## config.mk

```make
export PLATFORM = sky130hd
export DESIGN_NAME = heap_block_allocator_top
export DESIGN_NICKNAME = d
export VERILOG_FILES = /design/src/hba_pkg.sv /design/src/heap_block_allocator_top.sv /design/src/hba_table.sv
export SDC_FILE = /design/constraint.sdc
export NUM_CORES = 2
export LEC_CHECK = 0
export BUFFER_PORTS_ARGS = -buffer_cell sky130_fd_sc_hd__buf_4
export CAP_MARGIN = 15
export CORE_MARGIN = 5
export CORE_UTILIZATION = 35
export DETAILED_ROUTE_END_ITERATION = 6
export MAX_ROUTING_LAYER = met4
export PLACE_DENSITY_LB_ADDON = 0.12
export SLEW_MARGIN = 20
export SYNTH_ARGS = -nofsm -noshare
export SYNTH_HDL_FRONTEND = slang
export SYNTH_HIERARCHICAL = 1
export SYNTH_SLANG_ARGS = --single-unit
```

## constraint.sdc

```tcl
create_clock -name clk -period 17.94 [get_ports clk]
set_input_delay 1.794 -clock clk [delete_from_list [all_inputs] [get_ports clk]]
set_output_delay 1.794 -clock clk [all_outputs]
set_load 0.005 [all_outputs]
```

## src/hba_pkg.sv

```systemverilog
// Shared types and constants for the heap block allocator.
package hba_pkg;

  localparam int unsigned ADDR_W = 20;
  localparam int unsigned SIZE_W = 21;
  localparam int unsigned HEAP_CAP = 1048576;

  localparam logic [0:0] OP_ALLOC = 1'b0;
  localparam logic [0:0] OP_RELEASE = 1'b1;

  localparam logic [1:0] FIT_FIRST = 2'd0;
  localparam logic [1:0] FIT_BEST = 2'd1;
  localparam logic [1:0] FIT_WORST = 2'd2;
  localparam logic [1:0] FIT_NEXT = 2'd3;

  localparam logic [1:0] ST_OK = 2'd0;
  localparam logic [1:0] ST_ZERO = 2'd1;
  localparam logic [1:0] ST_NOMEM = 2'd2;
  localparam logic [1:0] ST_BADREL = 2'd3;

  localparam logic [0:0] REG_FIT_POLICY = 1'b0;
  localparam logic [0:0] REG_HEAP_LIMIT = 1'b1;

  typedef struct packed {
    logic [0:0] operation;
    logic [20:0] request_size;
    logic [19:0] release_address;
  } req_t;

  typedef struct packed {
    logic [19:0] data_address;
    logic [1:0] status;
    logic [0:0] grew_heap;
    logic [1:0] merge_count;
  } rsp_t;

  // One table entry as stored in memory.
  typedef struct packed {
    logic [19:0] offset;
    logic [20:0] size;
    logic free;
  } entry_t;

endpackage

```

## src/heap_block_allocator_top.sv

```systemverilog
// Top level of the heap block allocator: request control and block table.
//
// One request is worked at a time. Table reads come from the registered read
// port of the block table memory and changed entries are written back, so a
// request costs more for each table entry visited: an allocate scans up to
// block_count entries (next fit wraps once), and a release scans for its
// address and then shifts the entries above any merged neighbor down one
// place. The result sits in an output register; the next request is taken
// once that result is delivered. The table needs no clearing after reset.
module heap_block_allocator_top #(
  parameter int unsigned MAX_BLOCKS = 64,
  parameter int unsigned HEADER_BYTES = 32
) (
  input logic clk,
  input logic rst,
  input logic in_valid,
  output logic in_ready,
  input hba_pkg::req_t in_data,
  output logic out_valid,
  input logic out_ready,
  output hba_pkg::rsp_t out_data,
  input logic cfg_we,
  input logic [0:0] cfg_index,
  input logic [20:0] cfg_data
);

  localparam int unsigned IDX_W = (MAX_BLOCKS > 1) ? $clog2(MAX_BLOCKS) : 1;
  localparam int unsigned CNT_W = $clog2(MAX_BLOCKS + 1);
  localparam logic [CNT_W-1:0] CNT_MAX = CNT_W'(MAX_BLOCKS);
  localparam logic [22:0] HDR = 23'(HEADER_BYTES);

  localparam logic [3:0] S_IDLE = 4'd0;
  localparam logic [3:0] S_AREAD = 4'd1;   // allocate scan, read issued
  localparam logic [3:0] S_ACHK = 4'd2;    // allocate scan, data back
  localparam logic [3:0] S_ADONE = 4'd3;   // allocate decision
  localparam logic [3:0] S_RREAD = 4'd4;   // release scan
  localparam logic [3:0] S_RCHK = 4'd5;
  localparam logic [3:0] S_NREAD = 4'd6;   // read next neighbor
  localparam logic [3:0] S_NCHK = 4'd7;
  localparam logic [3:0] S_PREAD = 4'd8;   // read previous neighbor
  localparam logic [3:0] S_PCHK = 4'd9;
  localparam logic [3:0] S_SREAD = 4'd10;  // shift entries down
  localparam logic [3:0] S_SWR = 4'd11;
  localparam logic [3:0] S_OUT = 4'd12;

  logic [3:0] state;
  logic [1:0] fit_policy;
  logic [20:0] heap_limit;
  logic [CNT_W-1:0] block_count;
  logic [20:0] heap_top;
  logic [CNT_W-1:0] rover;
  hba_pkg::req_t req;
  hba_pkg::rsp_t rsp;
  logic [21:0] need;
  logic [CNT_W-1:0] step;      // scan iteration
  logic [CNT_W-1:0] pos;       // current table index
  logic [CNT_W-1:0] pick;
  logic pick_ok;
  hba_pkg::entry_t pick_e;
  logic [CNT_W-1:0] idx;       // released entry
  hba_pkg::entry_t cur;        // working copy of released/merged entry
  logic [CNT_W-1:0] rm;        // entry being removed
  logic prev_pending;
  logic [1:0] merges;

  logic we;
  logic [IDX_W-1:0] waddr, raddr;
  hba_pkg::entry_t wdata, rdata;

  logic [CNT_W-1:0] raddr_full;

  hba_table #(.DEPTH(MAX_BLOCKS), .IDX_W(IDX_W)) u_table (
    .clk(clk), .we(we), .waddr(waddr), .wdata(wdata), .raddr(raddr), .rdata(rdata)
  );

  assign raddr = raddr_full[IDX_W-1:0];
  assign in_ready = (state == S_IDLE);
  assign out_valid = (state == S_OUT);
  assign out_data = rsp;

  // Keep the carry of the round-up: a huge request must not wrap to zero
  logic [21:0] need_c;
  assign need_c = (22'(in_data.request_size) + 22'd3) & ~22'd3;

  logic [20:0] lim;
  assign lim = (heap_limit > 21'(hba_pkg::HEAP_CAP)) ? 21'(hba_pkg::HEAP_CAP) : heap_limit;

  logic fits;
  assign fits = rdata.free && ({1'b0, rdata.size} >= need);

  logic [CNT_W-1:0] pos_inc;
  assign pos_inc = (pos + 1'b1 >= block_count) ? '0 : pos + 1'b1;

  always_comb begin
    raddr_full = pos;
  end

  always_ff @(posedge clk) begin
    if (rst) begin
      state <= S_IDLE;
      fit_policy <= hba_pkg::FIT_FIRST;
      heap_limit <= 21'(hba_pkg::HEAP_CAP);
      block_count <= '0;
      heap_top <= '0;
      rover <= '0;
      we <= 1'b0;
    end else begin
      we <= 1'b0;
      if (cfg_we) begin
        case (cfg_index)
          hba_pkg::REG_FIT_POLICY: fit_policy <= cfg_data[1:0];
          hba_pkg::REG_HEAP_LIMIT: heap_limit <= cfg_data;
          default: ;
        endcase
      end
      case (state)
        S_IDLE: begin
          if (in_valid) begin
            req <= in_data;
            need <= need_c;
            merges <= '0;
            step <= '0;
            pick_ok <= 1'b0;
            if (in_data.operation == hba_pkg::OP_ALLOC) begin
              if (need_c == '0) begin
                rsp <= '{data_address: '0, status: hba_pkg::ST_ZERO, grew_heap: 1'b0,
                         merge_count: '0};
                state <= S_OUT;
              end else begin
                rsp <= '0;
                pos <= (fit_policy == hba_pkg::FIT_NEXT && rover < block_count) ? rover : '0;
                state <= (block_count == '0) ? S_ADONE : S_AREAD;
              end
            end else begin
              pos <= '0;
              if (in_data.release_address == '0) begin
                rsp <= '0;
                state <= S_OUT;
              end else if (block_count == '0) begin
                rsp <= '{data_address: '0, status: hba_pkg::ST_BADREL, grew_heap: 1'b0,
                         merge_count: '0};
                state <= S_OUT;
              end else begin
                rsp <= '0;
                state <= S_RREAD;
              end
            end
          end
        end
        S_AREAD: state <= S_ACHK;
        S_ACHK: begin
          if (fits && (!pick_ok ||
              (fit_policy == hba_pkg::FIT_BEST && rdata.size < pick_e.size) ||
              (fit_policy == hba_pkg::FIT_WORST && rdata.size > pick_e.size))) begin
            pick_ok <= 1'b1;
            pick <= pos;
            pick_e <= rdata;
          end
          if ((fits && (fit_policy == hba_pkg::FIT_FIRST || fit_policy == hba_pkg::FIT_NEXT))
              || step + 1'b1 >= block_count) begin
            state <= S_ADONE;
          end else begin
            step <= step + 1'b1;
            pos <= pos_inc;
            state <= S_AREAD;
          end
        end
        S_ADONE: begin
          if (pick_ok) begin
            we <= 1'b1;
            waddr <= pick[IDX_W-1:0];
            wdata <= '{offset: pick_e.offset, size: pick_e.size, free: 1'b0};
            rsp.data_address <= 20'(23'(pick_e.offset) + HDR);
            if (fit_policy == hba_pkg::FIT_NEXT) rover <= pick + 1'b1;
          end else if (block_count < CNT_MAX &&
                       23'(heap_top) + HDR + 23'(need) <= 23'(lim)) begin
            we <= 1'b1;
            waddr <= block_count[IDX_W-1:0];
            wdata <= '{offset: heap_top[19:0], size: need[20:0], free: 1'b0};
            rsp.data_address <= 20'(23'(heap_top) + HDR);
            rsp.grew_heap <= 1'b1;
            block_count <= block_count + 1'b1;
            heap_top <= 21'(23'(heap_top) + HDR + 23'(need));
            if (fit_policy == hba_pkg::FIT_NEXT) rover <= block_count + 1'b1;
          end else begin
            rsp.status <= hba_pkg::ST_NOMEM;
          end
          state <= S_OUT;
        end
        S_RREAD: state <= S_RCHK;
        S_RCHK: begin
          if (23'(rdata.offset) + HDR == 23'(req.release_address)) begin
            if (rdata.free) begin
              rsp.status <= hba_pkg::ST_BADREL;
              state <= S_OUT;
            end else begin
              idx <= pos;
              cur <= '{offset: rdata.offset, size: rdata.size, free: 1'b1};
              we <= 1'b1;
              waddr <= pos[IDX_W-1:0];
              wdata <= '{offset: rdata.offset, size: rdata.size, free: 1'b1};
              if (pos + 1'b1 < block_count) begin
                pos <= pos + 1'b1;
                state <= S_NREAD;
              end else begin
                state <= S_PREAD;
                pos <= pos - 1'b1;
              end
            end
          end else if (pos + 1'b1 >= block_count) begin
            rsp.status <= hba_pkg::ST_BADREL;
            state <= S_OUT;
          end else begin
            pos <= pos + 1'b1;
            state <= S_RREAD;
          end
        end
        S_NREAD: state <= S_NCHK;
        S_NCHK: begin
          if (rdata.free) begin
            cur.size <= 21'(23'(cur.size) + HDR + 23'(rdata.size));
            we <= 1'b1;
            waddr <= idx[IDX_W-1:0];
            wdata <= '{offset: cur.offset,
                       size: 21'(23'(cur.size) + HDR + 23'(rdata.size)), free: 1'b1};
            merges <= merges + 1'b1;
            rsp.merge_count <= merges + 1'b1;
            rm <= idx + 1'b1;
            pos <= idx + 2'd2;
            prev_pending <= 1'b1;
            state <= S_SREAD;
          end else begin
            pos <= idx - 1'b1;
            state <= S_PREAD;
          end
        end
        S_PREAD: begin
          // idx 0 has no previous neighbor
          if (idx == '0) state <= S_OUT;
          else state <= S_PCHK;
        end
        S_PCHK: begin
          prev_pending <= 1'b0;
          if (rdata.free) begin
            we <= 1'b1;
            waddr <= pos[IDX_W-1:0];
            wdata <= '{offset: rdata.offset,
                       size: 21'(23'(rdata.size) + HDR + 23'(cur.size)), free: 1'b1};
            merges <= merges + 1'b1;
            rsp.merge_count <= merges + 1'b1;
            rm <= idx;
            pos <= idx + 1'b1;
            state <= S_SREAD;
          end else begin
            state <= S_OUT;
          end
        end
        S_SREAD: begin
          // move entry pos down to pos-1, or finish the removal
          if (pos >= block_count) begin
            block_count <= block_count - 1'b1;
            if (rover > rm) rover <= rover - 1'b1;
            if (prev_pending) begin
              prev_pending <= 1'b0;
              pos <= idx - 1'b1;
              state <= S_PREAD;
            end else begin
              state <= S_OUT;
            end
          end else begin
            state <= S_SWR;
          end
        end
        S_SWR: begin
          we <= 1'b1;
          waddr <= IDX_W'(pos - 1'b1);
          wdata <= rdata;
          pos <= pos + 1'b1;
          state <= S_SREAD;
        end
        S_OUT: begin
          if (out_ready) state <= S_IDLE;
        end
        default: state <= S_IDLE;
      endcase
    end
  end

endmodule

```

## src/hba_table.sv

```systemverilog
// Block table memory: one write port, one registered read port.
module hba_table #(
  parameter int unsigned DEPTH = 64,
  parameter int unsigned IDX_W = 6
) (
  input logic clk,
  input logic we,
  input logic [IDX_W-1:0] waddr,
  input hba_pkg::entry_t wdata,
  input logic [IDX_W-1:0] raddr,
  output hba_pkg::entry_t rdata
);

  hba_pkg::entry_t mem [DEPTH];

  always_ff @(posedge clk) begin
    if (we) begin
      mem[waddr] <= wdata;
    end
    rdata <= mem[raddr];
  end

endmodule
```

# Word level (Yosys, flattened, before mapping)
# Memory sizes are Yosys's and may differ from the RTL's. A register that Yosys moved wholly into a read port is not among the register bits.
# Cells that the tools add are included.
[word_totals]
ff_bits = 297
mem_bits_rw = 2688
inputBits = 69
output_inout_bits = 27
elab_cells = 255
memories = 1
[mem_list]
columns = ["name", "words", "word_bits", "read_ports", "rd_clocked_by_memory_dff", "wr", "line", "rtl"]
rows = [
  ["u_table.mem", 64, 42, 1, 1, 1, "hba_table.sv:14", "hba_pkg::entry_t mem [DEPTH];"],
]
[classes]
add_sub_neg = 20
order_cmp = 12
n_eq_ne = 38
mux = 102
bitwise_logic = 4
n_reduce_logical = 49
[op_table]
columns = ["operator", "n"]
rows = [
  ["$mux 42", 6],
  ["$pmux 42 s5", 1],
  ["$mux 7", 26],
  ["$pmux 7 s2", 4],
  ["$pmux 4 s13", 1],
  ["$mux 25", 2],
  ["$pmux 7 s7", 1],
  ["$mux 4", 12],
  ["$mux 22", 2],
  ["$add 21x21->21", 2],
  ["$add 21x6->21 const B", 2],
  ["$mux 21", 2],
  ["$pmux 21 s2", 1],
  ["$mux 20", 2],
  ["$pmux 20 s2", 1],
  ["$mux 6", 6],
  ["$add 7x1->7 const B", 5],
  ["$reduce_and 4->1", 8],
  ["$pmux 6 s5", 1],
  ["$sub 7x1->7 const B", 4],
  ["$ne 2x2->1 const B", 12],
  ["$add 22x22->23", 1],
  ["$le 23x21->1", 1],
  ["$add 21x2->22 const B", 1],
  ["51 further kinds", 121],
]

# Logic depth before layout (Yosys ltp)
[depth]
ltp_word = 7
depth_mapped = 24
depth_no_buf = 23

# By module
# Netlist, hierarchy kept.
[by_module_without_submodules]
columns = ["module", "instances", "cells_per_inst", "area_each_um2", "seq_area_each_um2"]
rows = [
  ["hba_table", 1, 4448, 102965.0, 81558.2],
  ["heap_block_allocator_top", 1, 1915, 18929.4, 8187.9],
]

# Worst setup path after synthesis
# OpenSTA, ideal clock, no wires.
[synth_timing]
path_type = "reg-to-reg"
from = "register heap_top[7]"
to = "register waddr[0] (enable)"
setup_time_ns = 0.413
arrival_ns = 5.642
required_ns = 17.527
slack_ns = 11.885
stages_incl_launch_ff = 21
n_path_buf = 0
period_less_slack_ns = 6.055
path_cell_list = "dfxtp_1 -> and3_1 -> and2_1 -> and3_1 -> nor2b_1 -> nand3_1 -> xnor2_1 -> ha_1 -> a21o_1 -> a21oi_1 -> a21boi_0 -> or4b_2 -> o311ai_0 -> ha_1 -> and4_1 -> nand3_1 -> nor4_2 -> o31a_2 -> o21ai_2 -> nor4_4 -> o31a_1"
[synth_between]
elab_chain_len = 6
[synth_lines]
columns = ["element", "line", "rtl"]
rows = [
  ["from (decl)", "heap_block_allocator_top.sv:50", "logic [20:0] heap_top;"],
  ["from (signal assigned)", "heap_block_allocator_top.sv:183", "heap_top <= 21'(23'(heap_top) + HDR + 23'(need));"],
  ["$add 21x6->22", "--", ""],
  ["$add 22x22->23", "--", ""],
  ["$le 23x21->1", "heap_block_allocator_top.sv:176", "23'(heap_top) + HDR + 23'(need) <= 23'(lim)) begin"],
  ["$logic_and 1x1->1", "heap_block_allocator_top.sv:175", "end else if (block_count < CNT_MAX &&"],
  ["$ne 3x3->1 (no source line)", "--", ""],
  ["$reduce_and 7->1 (no source line)", "--", ""],
  ["to (signal assigned)", "heap_block_allocator_top.sv:171", "waddr <= pick[IDX_W-1:0];"],
  ["to (signal assigned)", "heap_block_allocator_top.sv:178", "waddr <= block_count[IDX_W-1:0];"],
  ["to (signal assigned)", "heap_block_allocator_top.sv:200", "waddr <= pos[IDX_W-1:0];"],
  ["to (decl)", "heap_block_allocator_top.sv:67", "logic [IDX_W-1:0] waddr, raddr;"],
]
# Every way passes these cells.
# A chain may end at the register's enable or synchronous reset.

# Final worst setup path
[layout_timing]
from = "register heap_top[7]"
to = "register heap_top[3]"
[layout_between]
elab_chain_len = 5
[layout_lines]
columns = ["element", "line"]
rows = [
  ["$add 21x6->22", "--"],
  ["$add 22x22->23", "--"],
  ["$le 23x21->1", "heap_block_allocator_top.sv:176"],
  ["$logic_and 1x1->1", "heap_block_allocator_top.sv:175"],
  ["$reduce_and 3->1 (no source line)", "--"],
]
# Every way passes these cells.

==> flow_summary.yaml <==
route:
  vias: 64698
  first_iter_violations: 6600
  drc: 0
  wl_per_cell_um: 33.24
  dr.pass1.iters: 5
  via_per_inst: 5.594
  drt.antenna.violating_nets: 0
  wl_um: 384500
synth:
  syn_inst: 6363
  syn_area_um2: 121900
  netlist_top_cells_area: "edfxtp_1 (72%), mux4_2 (12%), ha_1 (1.8%)"
  synth_top_area_share_pct: 71.93
  seq_area_frac_synth_pct: 73.63
  ys_types: 87
  synth_edf_count: 2920
  ys_warn_count: 6
  avgSynthCellArea_um2: 19.16
  ys_ff_latch: 3023
  synth.net_count: 6610
  ys.flop_type: "edfxtp_1"
  yosysTopAreaCell: "edfxtp_1"
  synth-async-reset-ratio_pct: 0
worst_setup_path:
  critical-path-top-delay-family: "simple AND/OR/NAND/NOR gates"
  critPathMaxStageDelay_ps: 930
  worstPathArrival_ps: 7410
  crit_path_cell_trace: "and3_1, and2_1, and3_1, nor2b_1, nand3_1, xnor2_1, ha_1, a21o_1, a21oi_1, a21boi_0, or4b_2, o311ai_0, ha_1, and4_1, nand3_1, nor4_2, o31a_2, o21ai_2, nor4_4, and2_1, mux2i_1, nor2_1"
  critical_path_peak_fanout: 21
  start_kind: "register"
  crit_buf_inv: 0
  required_ps: 18730
  slowest_stage: "and2_1"
  worstSetupEndpointType: "register"
  crit_type: "reg2reg"
clock_tree:
  ctsResizeCount: 0
  cts_hold_buf: 0
  cts_sinks: 3023
  cts_tree: "yes"
  cts_setup_buffers: 0
  cts_max_path_buffers: 4
  clk_pin_slew_ps: 60
  clockRootBuffer: "clkbuf_16"
  cts_max_level: 5
  numCtsBuffers: 341
  clock_latency_ps: 940
sta:
  setup_tns_ps: 0
  worst_slew_pin_slew_ps: 1150
  setup_viol: 0
  finalHoldViolations: 0
  finalClockSkew_ps: 51.89
  post-route-period-util_pct: 36.89
  rsz0062_at_grt: "false"
  timing.fmax_mhz: 151.1
  period_minus_slack_ps: 6618
  relSlewSlack_pct: 23.35
  maxSlewViolCount: 0
final_layout:
  layout_common_cells: "edfxtp_1 (2920), mux4_2 (637), clkbuf_16 (346)"
  finalCoreUtilization_pct: 40.42
  drive_above_1_share_pct: 23.18
  nNetsFinal: 6936
  layout_commonest_cell: "edfxtp_1"
  syn2layout_area_growth_pct: 14.90
  final_cells: 11566
global_route:
  gr-usage-all-layers_pct: 21.65
  top_usage_layer: "met2"
  antenna_found_initial: 18
  use_met1_pct: 29.39
  grt_pass1_vias: 65622
  overflow: 0
  grt_pass1_wl_um: 532900
  use_met3_pct: 2.374
  grt_max_degree: 90
  met2_usage_pct: 35.14
placed_design:
  dp_hpwl_um: 228300
  dp.cells: 10924
  portBuffers: 95
  gp_congestion: 0.8847
hold_path:
  hp-class: "reg2reg"
pwr:
  ir_drop_mv: 0.09783
  leakage_nw: 44.30
  p_per_area_nw_per_um2: 137.8
floorplanning:
  ios: 96
  die_h_um: 600.1
  die_x_um: 600.1
  core_area_um2: 346500
  dieArea_um2: 360200
  start_util_pct: 35.18
  std_cell_rows: 216
outcome:
  status: "completed"
flow_run:
  drv_cap: 0
[registers in the layout, summed over array words and instances (netlist names), 20 cells and up]
signal	cells
heap_limit	21
req	20
cur	41
wdata	42
need	20
out_data	25
u_table/rdata	42
pick_e	41
u_table/mem	2688
[worst register-to-register path, stage by stage (launching register included)]
cell and delay [ps]:
dfxtp_1 430, and3_1 210, and2_1 190, and3_1 220
nor2b_1 300, nand3_1 140, xnor2_1 320, ha_1 340
a21o_1 170, a21oi_1 220, a21boi_0 180, or4b_2 630
o311ai_0 180, ha_1 240, and4_1 190, nand3_1 110
nor4_2 250, o31a_2 200, o21ai_2 70, nor4_4 600
and2_1 930, mux2i_1 310, nor2_1 60
[where the power goes]
group	switching, mW	leakage (nW)	internal, mW
clock	2.88	5.30	3.99
combinational	2.58	11.9	1.64
sequential	0.284	27.1	7.93
[cell families (layout without fill, tap and decap cells)]
| kind of cell | Yosys count | count (layout) | share of synthesized area (%) |
|---|---|---|---|
| flip-flops | 3023 | 3023 | 73.63 |
| AND/OR/NAND/NOR | 909 | 909 | 3.637 |
| AO/OA/AOI/OAI | 850 | 850 | 4.747 |
| multiplexers | 834 | 834 | 13.44 |
| buffers and inverters | 433 | 1041 | 1.730 |
| adder cells (fa/ha/maj) | 178 | 178 | 1.839 |
| XOR/XNOR | 136 | 136 | 0.9772 |
| other | 0 | 17 | 0 |
[synth_stat cells (17+ instances only)]
library cell,count
edfxtp_1,2920
mux4_2,637
nand2_1,242
nor2_1,231
o22ai_1,177
ha_1,176
clkbuf_1,148
mux2i_1,142
a21oi_1,125
o21ai_0,117
dfxtp_1,103
inv_1,100
buf_2,94
xnor2_1,90
nand3_1,86
a211oi_1,75
a22oi_1,65
nor3_1,60
nor2b_1,59
mux2_2,55
nand4_1,50
o221ai_1,49
xor2_1,46
buf_4,44
nor4_1,44
a21o_1,35
o22a_1,32
nand2b_1,29
o21a_1,28
buf_6,26
a31oi_1,23
a221oi_1,20
and2_1,19
and3_1,17
[area by class of cell]
| type | count | area, um2 |
|---|---|---|
| Antenna cell | 17 | 42.54 |
| Clock buffer | 448 | 9161 |
| Clock inverter | 177 | 1735 |
| Fill cell | 30961 | 206400 |
| Inverter | 101 | 379.1 |
| Multi-Input combinational cell | 2907 | 30750 |
| Sequential cell | 3023 | 89750 |
| Tap cell | 4578 | 5728 |
| Timing Repair Buffer | 315 | 2516 |
[worst paths after layout]
check                           slack (ps)  depth (start not counted)     startpoint            end
worst min-delay path                   480                          2  heap_limit[9]  heap_limit[9]
worst max-delay path                 11320                         22    heap_top[7]    heap_top[3]
worst min register to register         480                          2  heap_limit[9]  heap_limit[9]
worst max register to register       11320                         22    heap_top[7]    heap_top[3]
[through the flow]
| stage | power, mW | cell area [um2] | hold slack (ps) | worst slack (ps) |
|---|---|---|---|---|
| 2_1_floorplan | 10.89 | 121900 | 420.2 | 11880 |
| 3_3_place_gp | 12.63 | 129000 | 461.9 | 11330 |
| 3_5_place_dp | 12.65 | 129100 | 469.8 | 11290 |
| 4_1_cts | 19.54 | 140000 | 479.0 | 11250 |
| 5_1_grt | 20.05 | 140000 | 518.3 | 10850 |
| 6_report | 19.29 | 140100 | 479.6 | 11320 |
[layer usage]
| layer | part of all wire (%) | wire [um] |
|---|---|---|
| met5 | 0 | 0 |
| met4 | 2.7 | 10450 |
| met3 | 5.0 | 19250 |
| met2 | 49 | 187900 |
| met1 | 43 | 166900 |
Power figures use the tool's default switching activity.
